==> config.mk <==
export PLATFORM = sky130hd
export DESIGN_NAME = fcw_cell
export DESIGN_NICKNAME = d
export VERILOG_FILES = /design/src/rtl/fcw_pkg.sv /design/src/rtl/fcw_cell.sv
export SDC_FILE = /design/constraint.sdc
export NUM_CORES = 1
export LEC_CHECK = 0
export BUFFER_PORTS_ARGS = -buffer_cell sky130_fd_sc_hd__buf_2
export CORE_ASPECT_RATIO = 0.8
export CORE_MARGIN = 2
export CORE_UTILIZATION = 30
export DETAILED_ROUTE_END_ITERATION = 16
export GPL_TIMING_DRIVEN = 1
export SLEW_MARGIN = 15
export SYNTH_ARGS = -nofsm -noshare
export SYNTH_HDL_FRONTEND = slang
export SYNTH_SLANG_ARGS = --single-unit
==> constraint.sdc <==
create_clock -name clk_i -period 2.5 [get_ports clk_i]
set_input_delay 0.125 -clock clk_i [delete_from_list [all_inputs] [get_ports clk_i]]
set_output_delay 0.125 -clock clk_i [all_outputs]
set_load 0.05 [all_outputs]
==> src/rtl/fcw_pkg.sv <==
`timescale 1ns / 1ps
package fcw_pkg;

  // Output and input number formats.
  localparam int ChannelBits  = 8;
  localparam int FlowFracBits = 12;
  localparam int FlowW        = 16;

  // Color wheel layout: segment lengths in wheel entries.
  localparam int WheelSize = 55;
  localparam int SegCount  = 6;
  localparam int LenRy     = 15;
  localparam int LenYg     = 6;
  localparam int LenGc     = 4;
  localparam int LenCb     = 11;
  localparam int LenBm     = 13;
  localparam int LenMr     = 6;

  // Fixed-point constants.
  localparam int Q16One      = 65536;
  localparam int PhaseW      = 16;
  localparam int HalfTurn    = 1 << (PhaseW - 1);
  localparam int ColW        = 17;
  localparam int CordicSteps = 14;
  localparam int CordicShift = 14;
  localparam int RadExtra    = 8;
  localparam int DesatShift  = FlowFracBits + RadExtra;
  localparam int ChanMax     = (1 << ChannelBits) - 1;

  // Datapath widths.
  localparam int XyW      = FlowW + CordicShift + 3;
  localparam int ZW       = PhaseW + 2;
  localparam int AngW     = 14;
  localparam int TurnIdxW = $clog2(CordicSteps);
  localparam int R2W      = 2 * FlowW;
  localparam int RadW     = R2W + 2 * RadExtra;
  localparam int RootW    = RadW / 2;
  localparam int RemW     = RootW + 2;
  localparam int NumCells = (RootW > CordicSteps) ? RootW : CordicSteps;
  localparam int StepW    = $clog2(NumCells);
  localparam int KW       = $clog2(WheelSize);
  localparam int PosW     = PhaseW + KW;

  // Squared radius limit of the unit circle.
  localparam logic [63:0] InsideLim = 64'd1 << (2 * FlowFracBits);

  // Channel behavior inside one wheel segment.
  localparam logic [1:0] ModeZero = 2'd0;
  localparam logic [1:0] ModeOne  = 2'd1;
  localparam logic [1:0] ModeRise = 2'd2;
  localparam logic [1:0] ModeFall = 2'd3;

  // CORDIC angles atan(2^-i) in units of 2^-16 turn.
  localparam logic [AngW-1:0] TurnTable [CordicSteps] = '{
    14'd8192, 14'd4836, 14'd2555, 14'd1297, 14'd651, 14'd326, 14'd163,
    14'd81, 14'd41, 14'd20, 14'd10, 14'd5, 14'd3, 14'd1
  };

  // State handed from one chain cell to the next.
  typedef struct packed {
    logic                    valid;
    logic                    zero;
    logic                    base;
    logic                    in_circle;
    logic signed [XyW-1:0]   x;
    logic signed [XyW-1:0]   y;
    logic signed [ZW-1:0]    z;
    logic [RadW-1:0]         rad;
    logic [RemW-1:0]         rem;
    logic [RootW-1:0]        root;
  } cell_t;

  typedef logic [2:0][WheelSize-1:0][ColW-1:0] wheel_t;

  function automatic int seg_len(input int s);
    case (s)
      0:       return LenRy;
      1:       return LenYg;
      2:       return LenGc;
      3:       return LenCb;
      4:       return LenBm;
      default: return LenMr;
    endcase
  endfunction

  // Modes of red, green and blue within a segment.
  function automatic logic [1:0] seg_mode(input int s, input int ch);
    logic [5:0] modes;
    case (s)
      0:       modes = {ModeOne, ModeRise, ModeZero};
      1:       modes = {ModeFall, ModeOne, ModeZero};
      2:       modes = {ModeZero, ModeOne, ModeRise};
      3:       modes = {ModeZero, ModeFall, ModeOne};
      4:       modes = {ModeRise, ModeZero, ModeOne};
      default: modes = {ModeOne, ModeZero, ModeFall};
    endcase
    return modes[(2 - ch) * 2 +: 2];
  endfunction

  function automatic logic [ColW-1:0] wheel_entry(input int k, input int ch);
    int         s;
    int         off;
    int         ramp;
    logic [1:0] mode;
    logic [ColW-1:0] val;
    s   = 0;
    off = k;
    for (int i = 0; i < SegCount - 1; i++) begin
      if (s == i && off >= seg_len(i)) begin
        off = off - seg_len(i);
        s   = s + 1;
      end
    end
    case (s)
      0:       ramp = (Q16One * off) / LenRy;
      1:       ramp = (Q16One * off) / LenYg;
      2:       ramp = (Q16One * off) / LenGc;
      3:       ramp = (Q16One * off) / LenCb;
      4:       ramp = (Q16One * off) / LenBm;
      default: ramp = (Q16One * off) / LenMr;
    endcase
    mode = seg_mode(s, ch);
    case (mode)
      ModeOne:  val = ColW'(Q16One);
      ModeRise: val = ColW'(ramp);
      ModeFall: val = ColW'(Q16One - ramp);
      default:  val = '0;
    endcase
    return val;
  endfunction

  function automatic wheel_t build_wheel();
    wheel_t w;
    for (int ch = 0; ch < 3; ch++) begin
      for (int k = 0; k < WheelSize; k++) begin
        w[ch][k] = wheel_entry(k, ch);
      end
    end
    return w;
  endfunction

  // Wheel colors in Q16, indexed by channel and entry.
  localparam wheel_t Wheel = build_wheel();

endpackage

==> src/rtl/fcw_cell.sv <==
`timescale 1ns / 1ps
module fcw_cell (
  input  logic                       clk_i,
  input  logic                       rst_ni,
  input  logic [fcw_pkg::StepW-1:0]  step_i,
  input  fcw_pkg::cell_t             prev_i,
  output logic                       ready_o,
  output fcw_pkg::cell_t             next_o,
  input  logic                       ready_i
);

  fcw_pkg::cell_t                     cell_d;
  fcw_pkg::cell_t                     cell_q;
  logic signed [fcw_pkg::XyW-1:0]     dx;
  logic signed [fcw_pkg::XyW-1:0]     dy;
  logic [fcw_pkg::AngW-1:0]           ang;
  logic signed [fcw_pkg::ZW-1:0]      dz;
  logic [fcw_pkg::RemW+1:0]           rem_sh;
  logic [fcw_pkg::RemW+1:0]           trial;

  assign ready_o = !cell_q.valid || ready_i;
  assign next_o  = cell_q;

  always_comb begin
    cell_d = prev_i;

    // One vectoring CORDIC step: rotate toward the x axis, accumulate the angle.
    dx  = prev_i.y >>> step_i;
    dy  = prev_i.x >>> step_i;
    ang = (step_i < fcw_pkg::StepW'(fcw_pkg::CordicSteps)) ?
          fcw_pkg::TurnTable[step_i[fcw_pkg::TurnIdxW-1:0]] : '0;
    dz  = signed'(fcw_pkg::ZW'(ang));
    if (step_i < fcw_pkg::StepW'(fcw_pkg::CordicSteps)) begin
      if (!prev_i.y[fcw_pkg::XyW-1]) begin
        cell_d.x = prev_i.x + dx;
        cell_d.y = prev_i.y - dy;
        cell_d.z = prev_i.z + dz;
      end else begin
        cell_d.x = prev_i.x - dx;
        cell_d.y = prev_i.y + dy;
        cell_d.z = prev_i.z - dz;
      end
    end

    // One bit of the square root: bring down two radicand bits and try.
    rem_sh = {prev_i.rem, prev_i.rad[fcw_pkg::RadW-1 -: 2]};
    trial  = (fcw_pkg::RemW + 2)'({prev_i.root, 2'b01});
    if (step_i < fcw_pkg::StepW'(fcw_pkg::RootW)) begin
      cell_d.rad = prev_i.rad << 2;
      if (rem_sh >= trial) begin
        cell_d.rem  = fcw_pkg::RemW'(rem_sh - trial);
        cell_d.root = {prev_i.root[fcw_pkg::RootW-2:0], 1'b1};
      end else begin
        cell_d.rem  = rem_sh[fcw_pkg::RemW-1:0];
        cell_d.root = {prev_i.root[fcw_pkg::RootW-2:0], 1'b0};
      end
    end
  end

  always_ff @(posedge clk_i or negedge rst_ni) begin
    if (!rst_ni) begin
      cell_q <= '0;
    end else if (ready_o) begin
      cell_q <= cell_d;
    end
  end

endmodule

# Word level (Yosys, flattened, before mapping)
# Memory sizes are Yosys's and may differ from the RTL's.
# Cells that the tools add are included.
[classes]
addsub = 7
n_lt_le_gt_ge = 4
n_shift = 2
mux = 7
bitwise_logic = 1
n_reduce_logical = 2
[ops]
columns = ["operator", "count"]
rows = [
  ["$mux W84", 2],
  ["$mux W98", 1],
  ["$add A33 B33 Y33", 2],
  ["$sshr A33 B5 Y33", 2],
  ["$sub A33 B33 Y33", 2],
  ["$mux W50", 1],
  ["$mux W14", 3],
  ["$ge A28 B26 Y1", 1],
  ["$sub A26 B26 Y26", 1],
  ["$add A18 B15 Y18", 1],
  ["$sub A18 B15 Y18", 1],
  ["$ge A5 B5 Y1 const B", 1],
  ["$lt A5 B4 Y1 const B", 1],
  ["$lt A5 B5 Y1 const B", 1],
  ["$not A4 Y5", 1],
  ["$logic_not A1 Y1", 1],
  ["$logic_or A1 B1 Y1", 1],
]
[totals]
regBits = 186
romBits = 224
in_bits = 194
output_inout_bits = 187
wordCells = 34
mem_count = 1
[mem_list]
columns = ["name", "words", "word_bits", "read_ports", "rd_clocked_by_memory_dff", "write_ports", "line", "rtl"]
rows = [
  ["(no name shown)", 16, 14, 1, 0, 0, "fcw_cell.sv:31", "fcw_pkg::TurnTable[step_i[fcw_pkg::TurnIdxW-1:0]] : '0;"],
]

# Longest topological paths before layout
[logic_depth]
depth_word = 8
mapped_depth = 29
ltp_nobuf = 24

# Worst setup path after synthesis
# Ideal clock, no wire load.
[synth_timing]
path_kind = "input to register"
start = "input port step_i[2] (netlist bit)"
end = "register cell_q, in the netlist next_o[181]"
setup_time_ns = 0.082
t_arrival_ns = 5.685
required_ns = 2.418
slack_ns = -3.267
cell_stages = 27
n_path_buf = 7
path_cell_list = "buf_2 -> buf_2 -> buf_2 -> buf_1 -> buf_2 -> buf_2 -> clkbuf_1 -> nand2_1 -> o21ai_0 -> nor2_1 -> a21oi_1 -> ha_1 -> nand4_1 -> nor4_4 -> nor2_1 -> xnor2_1 -> ha_1 -> and4_1 -> and2_1 -> a221o_1 -> o311ai_0 -> o221a_2 -> o21ai_0 -> o41ai_1 -> xor2_1 -> or3_1 -> a31oi_1"
[synth_between]
elab_chain_cells = 4
word_cells_on_any_way = 6
classes_between = "add/sub (2); order compare (1); shift (1); mux (2)"
[synth_lines]
columns = ["element", "line", "rtl"]
rows = [
  ["start, declared", "fcw_cell.sv:5", "input logic [fcw_pkg::StepW-1:0] step_i,"],
  ["$sshr A33 B5 Y33", "fcw_cell.sv:28", "dx = prev_i.y >>> step_i;"],
  ["$add A33 B33 Y33 or $sub A33 B33 Y33 (tied branches)", "fcw_cell.sv:35, fcw_cell.sv:39", ""],
  ["$mux W84", "fcw_cell.sv:34", "if (!prev_i.y[fcw_pkg::XyW-1]) begin"],
  ["$mux W84 (*)", "fcw_cell.sv:33", "if (step_i < fcw_pkg::StepW'(fcw_pkg::CordicSteps)) begin"],
  ["end signal, assigned", "fcw_cell.sv:64", "cell_q <= cell_d;"],
  ["end, declared", "fcw_cell.sv:13", "fcw_pkg::cell_t cell_q;"],
]
# Mark *: on every way between the ends. The rest lies on a longest branch, timed or not.
# A chain may end at the register's enable or synchronous reset.

# Worst setup path in the final report
[layout_timing]
start = "input port step_i[3] (netlist bit)"
end = "register cell_q, in the netlist next_o[181]"
# The elaborated chain is that of the path after synthesis.

==> reports/metrics.cfg <==
[placement]
dpl.hpwl_mm = 78.5
placed_area_um2 = 29800
io_buffers = 380
gp_congestion = 1.02
place_ws_ps = -3090
dpl.cell_count = 4558

[timing]
relSlewSlack = 0.347
setup_tns_ps = -110630
period_needed_ps = 4780
finalSetupViolCount = 78
grt_setup_unrepaired = yes
fin_ws_ps = -2280
fmax_ghz = 0.209
clock-skew-final_ps = 16.3
slew_violations = 0
hold_viol_final = 0
tightest_slew_ps = 979
period_share = 1.91
whs_ps = 52.1

[logic_synthesis]
postSynthCellCount = 2625
ys_seq_elements = 186
syn_area_um2 = 20700
ys.flop_type = dfrtp_1
synth_fp_nets = 2938
synth_warnings = 0
syn_avg_cell_area_um2 = 7.89
synth_cell_type_count = 98
synth_edf_count = 0
async_flop_share = 1.00
ys_seq_area_frac = 0.225

[finish]
largest_register_ffs = 186
drive_gt1_frac = 0.456
nets = 4222
final_cells = 4852
fillers = 6480
syn2layout_area_growth_pct = 69.0
design_area_um2 = 35000

[routing]
routed_wl_mm = 104
ant_nets = 0
drtIter0Drc = 2135
drcViolationCount = 0
num_vias = 26100
drt_first_pass_iters = 5
viasPerCell = 5.38
wl_per_cell_um = 21.4

[min_path]
hp-start = prev_i[116]
min_path_cells = 4
hold_path_class = input pin to flip-flop

[setup_path]
critical_path.startpoint = step_i[3]
worstPathCellList = buf_8, buf_4, mux2i_2, o22ai_1, or3_1, o221ai_2, nand4_1, nor4_4, buf_4, nand3_4, a21oi_2, o21ai_2, ha_1, o21ai_1, nand2b_1, a311o_1, o311ai_2, buf_4, o221a_4, o21ai_4, o41ai_2, xor2_1, or3_1, a31oi_1
cp_max_fo = 15
r2r_slack_ps = 320
crit_slowest_cell = or3_1
worstPathArrival_ps = 5220
worstReg2RegStart = next_o[185]
end_kind = flip-flop
critPathKind = input pin to flip-flop
rr_worst_depth = 6
start_kind = input pin
cp_slowest_stage_delay_ps = 430
required_ps = 2940
crit_top_cell = buf_4

[clocking]
clockBufferDepth = 2
cts_made_buffers = 17
insertion_delay_ps = 500
cts_tree = built
htreeDepth = 4
clock_sinks = 186
cts_root_buffer = clkbuf_16
cts.clk_slew.worst_paths_ps = 80

[die]
fp.dieW_um = 298
io_pins = 381
start_util = 0.302
rows = 86
core_area_um2 = 68700
die_y_um = 239
die_area_um2 = 71200

[global_routing]
globalRouteTotalUtil = 0.282
grt_pass1_wl_mm = 155
grt_pass1_vias = 25300
antenna_found_initial = 7
globalRouteOverflowTotal = 0
grt_max_degree = 109

[flow_run]
cap_violations = 0

[outcome]
outcome = finished, violations left
violations = negative setup slack

[power]
p_leak_uw = 0.0161
worst_ir_drop_vdd_v = 0.000576
power_density_nw_per_um2 = 551

[layer usage]
layer	wire length, um	global-route usage
met5	0	0
met4	3700	0.108
met3	8450	0.0667
met2	44900	0.418
met1	46900	0.395
[cells by family (layout without fill, tap and decap cells)]
group,Yosys count,count (layout),share of synthesized area
xor+xnor,140,140,0.0592
simple gates,964,964,0.212
compound gates,784,784,0.241
buf+inv,238,1534,0.0501
flops,186,186,0.225
fa+ha+maj,119,119,0.0729
other cells,0,7,0
mux,194,194,0.140
[placed cells by master, fill, tap and decap left out, drive strengths merged, types with 70 or more instances in the layout]
cell	netlist	layout
a21oi	213	213
a31oi	124	124
buf	57	1292
dfrtp	186	186
dlygate4sd3	0	137
ha	116	116
inv	70	76
mux2i	90	90
mux4	70	70
nand2	391	391
nor2	279	279
o21ai	140	140
xnor2	81	81
[worst max-delay path, delay by kind of cell]
| kind | cells | cell delay, ps |
|---|---|---|
| buf+inv | 4 | 780 |
| xor+xnor | 1 | 130 |
| compound gates | 11 | 1930 |
| mux | 1 | 320 |
| simple gates | 6 | 1580 |
| fa+ha+maj | 1 | 320 |
[report_power, final]
| part | switching (uW) | leakage, uW | internal [uW] |
|---|---|---|---|
| logic | 7050 | 0.0137 | 5360 |
| clock network | 1440 | 0.000295 | 1620 |
| registers | 302 | 0.00217 | 3520 |
| total | 8780 | 0.0161 | 10500 |
[area by class of cell]
cell class	count	area [um2]	share of cell area
Antenna cell	7	17.5	0.000500
Tap cell	924	1160	0.0330
Sequential cell	186	4650	0.133
Clock buffer	20	447	0.0128
Inverter	72	298	0.00850
Timing Repair Buffer	1431	11000	0.315
Clock inverter	11	160	0.00457
Multi-Input combinational cell	2201	17300	0.493
[path summary, 6_finish.rpt]
kind                                    end
max in group asynchronous       next_o[127]
worst max-delay path            next_o[181]
worst min-delay path            next_o[116]
worst min register to register  next_o[103]
worst max register to register   next_o[68]
min in group asynchronous        next_o[82]
[cell usage after synthesis, drive strengths merged (18+ instances only)]
| cell type | number | area share |
|---|---|---|
| nor2b | 19 | 0.0057 |
| xnor2 | 81 | 0.034 |
| nand3 | 49 | 0.012 |
| xor2 | 59 | 0.025 |
| o21a | 28 | 0.010 |
| dfrtp | 186 | 0.22 |
| nor2 | 279 | 0.051 |
| nor3 | 56 | 0.014 |
| o22ai | 39 | 0.012 |
| nand2 | 391 | 0.071 |
| o21ai | 140 | 0.034 |
| a21oi | 213 | 0.052 |
| or3 | 18 | 0.0062 |
| and3 | 19 | 0.0057 |
| a31oi | 124 | 0.037 |
| mux2i | 90 | 0.044 |
| nand2b | 30 | 0.0091 |
| mux4 | 70 | 0.077 |
| and2 | 26 | 0.0078 |
| inv | 70 | 0.013 |
| or2 | 19 | 0.0057 |
| ha | 116 | 0.070 |
| buf | 57 | 0.017 |
| clkbuf | 109 | 0.020 |
| a211oi | 20 | 0.0072 |
| mux2 | 34 | 0.019 |
| a21o | 56 | 0.020 |
[per-stage QoR]
stage                util  total power (uW)
CTS                 0.496             18700
global placement    0.434             14200
global route        0.510             20200
finish              0.510             19300
detailed placement  0.434             14200
floorplan               -              9970
[timing repair]
| action | in CTS | in global routing |
|---|---|---|
| pin swaps | 191 | 145 |
| setup buffers | 94 | 36 |
| gates resized for setup | 349 | 159 |
| cloned | 6 | 0 |
| hold endpoints to repair | 298 | 0 |
| endpoints found under the setup margin | 81 | 104 |
| hold buffers | 137 | 0 |
(Power assumes the default switching activity.)
