**config.mk**
```make
export PLATFORM = sky130hd
export DESIGN_NAME = fcw_prep_flat
export DESIGN_NICKNAME = d
export VERILOG_FILES = /design/src/rtl/fcw_pkg.sv /design/src/rtl/fcw_stream_if.sv /design/src/rtl/fcw_prep.sv /design/src/flat_wrapper.sv
export SDC_FILE = /design/constraint.sdc
export NUM_CORES = 1
export LEC_CHECK = 0
export CORE_ASPECT_RATIO = 1.25
export CORE_MARGIN = 5
export CORE_UTILIZATION = 35
export CTS_CLUSTER_DIAMETER = 60
export DETAILED_ROUTE_END_ITERATION = 8
export DONT_BUFFER_PORTS = 1
export PLACE_DENSITY = 0.47
export SLEW_MARGIN = 10
export SYNTH_ARGS = -nofsm -noshare
export SYNTH_HDL_FRONTEND = slang
export SYNTH_SLANG_ARGS = --single-unit
```
**constraint.sdc**
```tcl
create_clock -name clk_i -period 5.4 [get_ports clk_i]
set_clock_uncertainty 0.1 [all_clocks]
set_input_delay 0 -clock clk_i [delete_from_list [all_inputs] [get_ports clk_i]]
set_output_delay 0 -clock clk_i [all_outputs]
set_load 0.05 [all_outputs]
```
**src/rtl/fcw_pkg.sv**
```systemverilog
`timescale 1ns / 1ps
package fcw_pkg;

  // Output and input number formats.
  localparam int ChannelBits  = 8;
  localparam int FlowFracBits = 12;
  localparam int FlowW        = 16;

  // Color wheel layout: segment lengths in wheel entries.
  localparam int WheelSize = 55;
  localparam int SegCount  = 6;
  localparam int LenRy     = 15;
  localparam int LenYg     = 6;
  localparam int LenGc     = 4;
  localparam int LenCb     = 11;
  localparam int LenBm     = 13;
  localparam int LenMr     = 6;

  // Fixed-point constants.
  localparam int Q16One      = 65536;
  localparam int PhaseW      = 16;
  localparam int HalfTurn    = 1 << (PhaseW - 1);
  localparam int ColW        = 17;
  localparam int CordicSteps = 14;
  localparam int CordicShift = 14;
  localparam int RadExtra    = 8;
  localparam int DesatShift  = FlowFracBits + RadExtra;
  localparam int ChanMax     = (1 << ChannelBits) - 1;

  // Datapath widths.
  localparam int XyW      = FlowW + CordicShift + 3;
  localparam int ZW       = PhaseW + 2;
  localparam int AngW     = 14;
  localparam int TurnIdxW = $clog2(CordicSteps);
  localparam int R2W      = 2 * FlowW;
  localparam int RadW     = R2W + 2 * RadExtra;
  localparam int RootW    = RadW / 2;
  localparam int RemW     = RootW + 2;
  localparam int NumCells = (RootW > CordicSteps) ? RootW : CordicSteps;
  localparam int StepW    = $clog2(NumCells);
  localparam int KW       = $clog2(WheelSize);
  localparam int PosW     = PhaseW + KW;

  // Squared radius limit of the unit circle.
  localparam logic [63:0] InsideLim = 64'd1 << (2 * FlowFracBits);

  // Channel behavior inside one wheel segment.
  localparam logic [1:0] ModeZero = 2'd0;
  localparam logic [1:0] ModeOne  = 2'd1;
  localparam logic [1:0] ModeRise = 2'd2;
  localparam logic [1:0] ModeFall = 2'd3;

  // CORDIC angles atan(2^-i) in units of 2^-16 turn.
  localparam logic [AngW-1:0] TurnTable [CordicSteps] = '{
    14'd8192, 14'd4836, 14'd2555, 14'd1297, 14'd651, 14'd326, 14'd163,
    14'd81, 14'd41, 14'd20, 14'd10, 14'd5, 14'd3, 14'd1
  };

  // State handed from one chain cell to the next.
  typedef struct packed {
    logic                    valid;
    logic                    zero;
    logic                    base;
    logic                    in_circle;
    logic signed [XyW-1:0]   x;
    logic signed [XyW-1:0]   y;
    logic signed [ZW-1:0]    z;
    logic [RadW-1:0]         rad;
    logic [RemW-1:0]         rem;
    logic [RootW-1:0]        root;
  } cell_t;

  typedef logic [2:0][WheelSize-1:0][ColW-1:0] wheel_t;

  function automatic int seg_len(input int s);
    case (s)
      0:       return LenRy;
      1:       return LenYg;
      2:       return LenGc;
      3:       return LenCb;
      4:       return LenBm;
      default: return LenMr;
    endcase
  endfunction

  // Modes of red, green and blue within a segment.
  function automatic logic [1:0] seg_mode(input int s, input int ch);
    logic [5:0] modes;
    case (s)
      0:       modes = {ModeOne, ModeRise, ModeZero};
      1:       modes = {ModeFall, ModeOne, ModeZero};
      2:       modes = {ModeZero, ModeOne, ModeRise};
      3:       modes = {ModeZero, ModeFall, ModeOne};
      4:       modes = {ModeRise, ModeZero, ModeOne};
      default: modes = {ModeOne, ModeZero, ModeFall};
    endcase
    return modes[(2 - ch) * 2 +: 2];
  endfunction

  function automatic logic [ColW-1:0] wheel_entry(input int k, input int ch);
    int         s;
    int         off;
    int         ramp;
    logic [1:0] mode;
    logic [ColW-1:0] val;
    s   = 0;
    off = k;
    for (int i = 0; i < SegCount - 1; i++) begin
      if (s == i && off >= seg_len(i)) begin
        off = off - seg_len(i);
        s   = s + 1;
      end
    end
    case (s)
      0:       ramp = (Q16One * off) / LenRy;
      1:       ramp = (Q16One * off) / LenYg;
      2:       ramp = (Q16One * off) / LenGc;
      3:       ramp = (Q16One * off) / LenCb;
      4:       ramp = (Q16One * off) / LenBm;
      default: ramp = (Q16One * off) / LenMr;
    endcase
    mode = seg_mode(s, ch);
    case (mode)
      ModeOne:  val = ColW'(Q16One);
      ModeRise: val = ColW'(ramp);
      ModeFall: val = ColW'(Q16One - ramp);
      default:  val = '0;
    endcase
    return val;
  endfunction

  function automatic wheel_t build_wheel();
    wheel_t w;
    for (int ch = 0; ch < 3; ch++) begin
      for (int k = 0; k < WheelSize; k++) begin
        w[ch][k] = wheel_entry(k, ch);
      end
    end
    return w;
  endfunction

  // Wheel colors in Q16, indexed by channel and entry.
  localparam wheel_t Wheel = build_wheel();

endpackage

```
**src/rtl/fcw_stream_if.sv**
```systemverilog
`timescale 1ns / 1ps
// Flow vector channel.
interface fcw_flow_if;
  logic                                 valid;
  logic                                 ready;
  logic signed [fcw_pkg::FlowW-1:0]     flow_x;
  logic signed [fcw_pkg::FlowW-1:0]     flow_y;

  modport source (output valid, output flow_x, output flow_y, input ready);
  modport sink (input valid, input flow_x, input flow_y, output ready);
endinterface


```
**src/rtl/fcw_prep.sv**
```systemverilog
`timescale 1ns / 1ps
module fcw_prep (
  input  logic           clk_i,
  input  logic           rst_ni,
  fcw_flow_if.sink       flow_i,
  output fcw_pkg::cell_t cell_o,
  input  logic           ready_i
);

  logic                              a_valid_q;
  logic                              a_zero_q;
  logic                              a_base_q;
  logic signed [fcw_pkg::FlowW:0]    a_x_q;
  logic signed [fcw_pkg::FlowW:0]    a_y_q;
  logic [fcw_pkg::R2W-1:0]           a_sqx_q;
  logic [fcw_pkg::R2W-1:0]           a_sqy_q;
  logic signed [fcw_pkg::FlowW:0]    x_ext;
  logic signed [fcw_pkg::FlowW:0]    y_ext;
  logic signed [fcw_pkg::R2W-1:0]    sqx;
  logic signed [fcw_pkg::R2W-1:0]    sqy;
  logic                              neg;
  logic [fcw_pkg::R2W-1:0]           r2;
  logic                              in_circle;
  logic                              a_ready;
  logic                              b_ready;
  fcw_pkg::cell_t                    cell_d;
  fcw_pkg::cell_t                    cell_q;

  // Each stage takes a beat when it is empty or its content moves on.
  assign b_ready      = !cell_q.valid || ready_i;
  assign a_ready      = !a_valid_q || b_ready;
  assign flow_i.ready = a_ready;
  assign cell_o       = cell_q;

  // Vectors in the left half plane are turned by half a turn.
  assign x_ext = (fcw_pkg::FlowW + 1)'(flow_i.flow_x);
  assign y_ext = (fcw_pkg::FlowW + 1)'(flow_i.flow_y);
  assign neg   = flow_i.flow_x[fcw_pkg::FlowW-1];
  assign sqx   = flow_i.flow_x * flow_i.flow_x;
  assign sqy   = flow_i.flow_y * flow_i.flow_y;

  always_ff @(posedge clk_i or negedge rst_ni) begin
    if (!rst_ni) begin
      a_valid_q <= 1'b0;
    end else if (a_ready) begin
      a_valid_q <= flow_i.valid;
    end
  end

  always_ff @(posedge clk_i) begin
    if (a_ready) begin
      a_zero_q <= (flow_i.flow_x == '0) && (flow_i.flow_y == '0);
      a_base_q <= neg;
      a_x_q    <= neg ? -x_ext : x_ext;
      a_y_q    <= neg ? -y_ext : y_ext;
      a_sqx_q  <= sqx;
      a_sqy_q  <= sqy;
    end
  end

  // Squared radius, unit circle test and the first cell's state.
  always_comb begin
    r2               = a_sqx_q + a_sqy_q;
    in_circle        = 64'(r2) <= fcw_pkg::InsideLim;
    cell_d           = '0;
    cell_d.valid     = a_valid_q;
    cell_d.zero      = a_zero_q;
    cell_d.base      = a_base_q;
    cell_d.in_circle = in_circle;
    cell_d.x         = fcw_pkg::XyW'(a_x_q) <<< fcw_pkg::CordicShift;
    cell_d.y         = fcw_pkg::XyW'(a_y_q) <<< fcw_pkg::CordicShift;
    cell_d.rad       = in_circle ? (fcw_pkg::RadW'(r2) << (2 * fcw_pkg::RadExtra)) : '0;
  end

  always_ff @(posedge clk_i or negedge rst_ni) begin
    if (!rst_ni) begin
      cell_q <= '0;
    end else if (b_ready) begin
      cell_q <= cell_d;
    end
  end

endmodule

```
**src/flat_wrapper.sv**
```systemverilog
// flat-port wrapper written by rule: the top's interface ports become plain ports
module fcw_prep_flat 
  (clk_i, rst_ni, cell_o, ready_i, flow_i_valid, flow_i_flow_x, flow_i_flow_y, flow_i_ready);
  fcw_flow_if flow_i_i ();
  input  logic clk_i;
  input  logic rst_ni;
  output fcw_pkg::cell_t cell_o;
  input  logic ready_i;
  input wire logic [$bits(flow_i_i.valid)-1:0] flow_i_valid;
  input wire logic [$bits(flow_i_i.flow_x)-1:0] flow_i_flow_x;
  input wire logic [$bits(flow_i_i.flow_y)-1:0] flow_i_flow_y;
  output wire logic [$bits(flow_i_i.ready)-1:0] flow_i_ready;
  assign flow_i_i.valid = flow_i_valid;
  assign flow_i_i.flow_x = flow_i_flow_x;
  assign flow_i_i.flow_y = flow_i_flow_y;
  assign flow_i_ready = flow_i_i.ready;
  fcw_prep u_core (.clk_i(clk_i), .rst_ni(rst_ni), .flow_i(flow_i_i), .cell_o(cell_o), .ready_i(ready_i));
endmodule
```
Yosys cells after proc, flatten, opt, wreduce, memory -nomap -nowiden
Cells that the tools add are included.

storage, ports and cells
  latch bits = 0
  memories kept = 0
  input bits = 36
  register bits after elaboration = 187
  RAM bits = 0
  memory bits (read-only) = 0
  output and inout bits = 187

cells by class
  shift-type cells = 0
  multiplexer cells = 3
  magnitude comparators = 1
  equal/unequal tests = 0
  divide/modulo/power cells = 0
  reduce and logical (&&, ||, !) cells = 7
  bitwise logic cells = 0
  add/subtract/negate cells = 3
  multiply operators = 2

operators with widths
  kind                                                                                 number
  16-bit by 16-bit multiplier with 32-bit output                                       2
  48-bit two-way mux                                                                   1
  16-bit negation with 17-bit output                                                   2
  32-bit adder                                                                         1
  32-bit by 25-bit less-or-equal comparator with 1-bit output (second input constant)  1
  16-bit zero test                                                                     2
  17-bit two-way mux                                                                   1
  15-bit two-way mux                                                                   1
  1-bit zero test                                                                      2
  1-bit logical OR                                                                     2
  1-bit logical AND                                                                    1

Longest topological paths before layout
  depth after elaboration = 3
  mapped depth = 25
  gate-level depth less buffers = 24

Worst setup path before layout
No wires, ideal clock.

  kind = input-to-reg
  start point = input port flow_i_flow_y[15]
  end point = register u_core.a_sqy_q[28] in the netlist's numbering (data pin)
  data required time = 5.042 ns
  data arrival time = 6.011 ns
  stages = 24
  path slack = -0.969 ns
  cell sequence = clkbuf_1 -> clkinv_1 -> nor2_1 -> fa_1 -> inv_1 -> fa_1 -> fa_1 -> inv_1 -> fa_1 -> fa_1 -> inv_1 -> fa_1 -> inv_1 -> ha_1 -> clkbuf_1 -> a21o_1 -> a211o_1 -> a2111oi_0 -> a311oi_1 -> o21a_1 -> o21ai_0 -> a21oi_1 -> a21oi_1 -> xnor2_1

between the ends
  longest elaborated chain between the ends = 1

RTL lines
  what                                            RTL line            text
  from (decl)                                     flat_wrapper.sv:11  input wire logic [$bits(flow_i_i.flow_y)-1:0] flow_i_flow_y;
  16-bit by 16-bit multiplier with 32-bit output  fcw_prep.sv:40      assign sqy = flow_i.flow_y * flow_i.flow_y;
  via u_core.sqy, one bit                         fcw_prep.sv:20      logic signed [fcw_pkg::R2W-1:0] sqy;
  to (signal assigned)                            fcw_prep.sv:57      a_sqy_q <= sqy;
  to (decl)                                       fcw_prep.sv:16      logic [fcw_pkg::R2W-1:0] a_sqy_q;

The timed path passes the listed nets, and every way through them passes these cells.
A chain may end at the register's enable or synchronous reset.

Worst setup path in the final report
  start point = input port flow_i_flow_y[14]
  end point = register u_core.a_sqy_q[28] in the netlist's numbering (data pin)

The elaborated chain is that of the path after synthesis.

==> metrics.cfg <==
[die]
die_w_um = 259
coreArea_sq_um = 77000
ios = 223
core.rowCount = 114
die-area_sq_um = 83000
initial_core_util_pct = 35.1
die_h_um = 321

[detailed_routing]
routedWlPerCell_um = 17.5
drc = 0
wirelength_mm = 68.8
ant_nets = 0
viasPerCell = 4.80
drtPass1Iterations = 5
vias = 18835
drt_iter0_drc = 701

[grt]
groute.usage.overall_pct = 17.0
grt_max_degree = 72
antenna_found_initial = 7
grt_pass1_vias = 20855
grt_pass1_wl_mm = 111
gr-total-overflow = 0

[clock_network]
clk_latency_ns = 0.48
cts_max_path_buffers = 2
cts_buffers = 17
cts.reportedPaths.clkPinSlew_ns = 0.09
cts_tree = built
ctsHtreeMaxLevel = 4
cts-root-buf = clkbuf_16
clock-sinks = 167

[synth]
syn_inst = 2773
synth_fa_ha_area_share_pct = 44.6
seq_area_frac_synth_pct = 17.2
synth_top_family_by_area = adder cells
synth_area_leaders = fa_1 35%, edfxtp_1 11%, ha_1 9.7%, inv_1 9.0%, dfrtp_1 6.6%
ys_ff_latch = 167
synth_top_area_share_pct = 34.9
synth_edf_count = 96
muxShareOfSynthArea_pct = 1.67
synth.largest_area_cell = fa_1
synth_xor_area_share_pct = 4.27
synth_area_sq_um = 27100
synth_cell_types = 74
synth_area_per_cell_sq_um = 9.76
async_flop_share_pct = 42.5
yosysWarnings = 0
synth_compound_area_share_pct = 8.81
synth-simple-area-share_pct = 9.74
synth_flop_cell = edfxtp_1

[timing]
slew_viol_final = 0
slew-limit-headroom_pct = 33.5
max_freq_ghz = 0.189
finalSetupViolations = 0
rsz0062_at_grt = true
tightest_slew_ns = 0.988
fin_crit_sh_pct = 97.8
hold_violations = 0
min_period_ns = 5.28

[critical_path]
worstPathMaxFanout = 23
crit_arrival_ns = 5.42
cp_slowest_stage_delay_ns = 0.56
slowest_stage = fa_1
cp_cell_sequence = and2_1 -> inv_1 -> fa_1 -> inv_1 -> fa_1 -> fa_1 -> fa_2 -> fa_1 -> inv_1 -> fa_1 -> inv_1 -> ha_1 -> a21o_1 -> a211o_1 -> a2111oi_4 -> a311oi_2 -> o21a_1 -> o21ai_2 -> a21oi_2 -> a21oi_1 -> xnor2_1
endpoint_kind = flop
cp_top_family = adder cells
critPathBufInv = 4
startpoint_type = input port
crit_top_cell = fa_1
path_class = in -> reg
worstPathRequired_ns = 5.54

[run_status]
outcome = finished, final reports clean

[placement]
port-buffer-count = 0
gp_congestion = 0.825
dp_hpwl_mm = 54.3

[finish]
layout_commonest_cell = inv_1
layout_common_cells = 642 x inv_1, 460 x fa_1, 200 x ha_1, 193 x nand2_1, 170 x buf_4
utilization_pct = 39.4
area_growth_pct = 12.0
fillers = 7731
nNetsFinal = 3640
drive_gt1_share_pct = 12.0

[job]
drv_cap = 0

[worst_hold_path]
hp-class = in -> async

==> final timing paths <==
kind                       slack (ns)  depth (start not counted)                  to               from
hold reg to reg                  0.37                          1  u_core.cell_o[143]   u_core.a_y_q[13]
setup / recovery                 0.12                         21  u_core.a_sqy_q[28]  flow_i_flow_y[14]
setup reg to reg                 1.20                         11   u_core.cell_o[69]  u_core.a_sqy_q[3]
min in group clk_i               0.05                          3   u_core.a_sqy_q[2]   flow_i_flow_y[0]
hold / removal                   0.05                          2  u_core.cell_o[143]             rst_ni
max in group asynchronous        4.79                          2   u_core.cell_o[90]             rst_ni
==> cells in the mapped netlist, drive strengths merged (27+ instances only) <==
cell / instances
xnor2: 98
fa: 472
and2: 83
nor2: 116
buf: 125
edfxtp: 96
ha: 210
nand2: 197
mux2: 34
xor2: 34
o21ai: 56
nor3: 27
dfrtp: 71
a21o: 43
inv: 648
clkbuf: 87
a21oi: 84
==> metal layers <==
| layer | up-vias | part of all wire, % | GRT usage (%) |
|---|---|---|---|
| met5 | - | 0.060 | 0 |
| met4 | 6 | 2.3 | 4.52 |
| met3 | 97 | 5.3 | 3.18 |
| met2 | 420 | 52 | 31.1 |
| met1 | 9591 | 40 | 20.6 |
| li1 | 8721 | - | - |
==> flip-flops by register name, indices dropped and copies added, names as in the netlist <==
| register | count |
|---|---|
| u_core.a_base_q | 1 |
| u_core.cell_o | 70 |
| u_core.a_zero_q | 1 |
| u_core.a_y_q | 16 |
| u_core.a_x_q | 16 |
| u_core.a_valid_q | 1 |
| u_core.a_sqx_q | 31 |
| u_core.a_sqy_q | 31 |
==> worst reg2reg max path, stage by stage, from the launching register on <==
cell,delay (ns)
edfxtp_1,0.42
ha_1,0.42
a211oi_2,0.38
o21ai_0,0.32
a211oi_1,0.37
o2111ai_1,0.14
nor4_1,0.52
o2111ai_1,0.20
or4_4,0.49
a211oi_4,0.24
buf_4,0.32
a22o_1,0.21
==> logic make-up (layout without fill, tap and decap cells) <==
kind of cell,count (synthesis),after routing
other,1,116
XOR/XNOR,132,132
flip-flops,167,167
AO/OA/AOI/OAI,337,337
buffers and inverters,864,914
AND/OR/NAND/NOR,549,549
adder cells (fa/ha/maj),682,682
multiplexers,41,41
==> per-stage QoR <==
stage / setup WS (ns) / hold slack, ns / area (sq um) / cells / setup TNS, ns
finish: 0.121 / 0.0456 / 30300 / 3924 / 0
global route: -0.0217 / 0.0155 / 30300 / 3922 / -0.0574
CTS: 0.0388 / 0.00334 / 30200 / 3920 / 0
detailed placement: -0.482 / -0.393 / 29000 / 3830 / -5.29
global placement: -0.460 / -0.393 / 29000 / 3830 / -4.90
floorplan: -0.393 / -0.396 / 28100 / 2885 / -2.56
==> area by class of cell <==
| cell class | count | area [sq um] | share of cell area (%) |
|---|---|---|---|
| antenna | 3 | 7.51 | 0.0248 |
| clock buffer | 18 | 439 | 1.45 |
| clock inverter | 14 | 148 | 0.487 |
| inverter | 652 | 2460 | 8.11 |
| multi-input combinational | 1854 | 19400 | 64.1 |
| sequential | 167 | 4660 | 15.4 |
| tap | 986 | 1230 | 4.07 |
| timing repair buffer | 230 | 1920 | 6.35 |
==> timing repair <==
| action | 4_1_cts | 5_1_grt |
|---|---|---|
| resized for setup | 0 | 14 |
| buffers inserted | 0 | 1 |
| hold buffers | 58 | 0 |
| endpoints found under the setup margin | 0 | 9 |
| endpoints found under the hold margin | 120 | 0 |
Power is not shown: default switching activity piles up to over one toggle a cycle in this logic, so the estimate is an artifact.
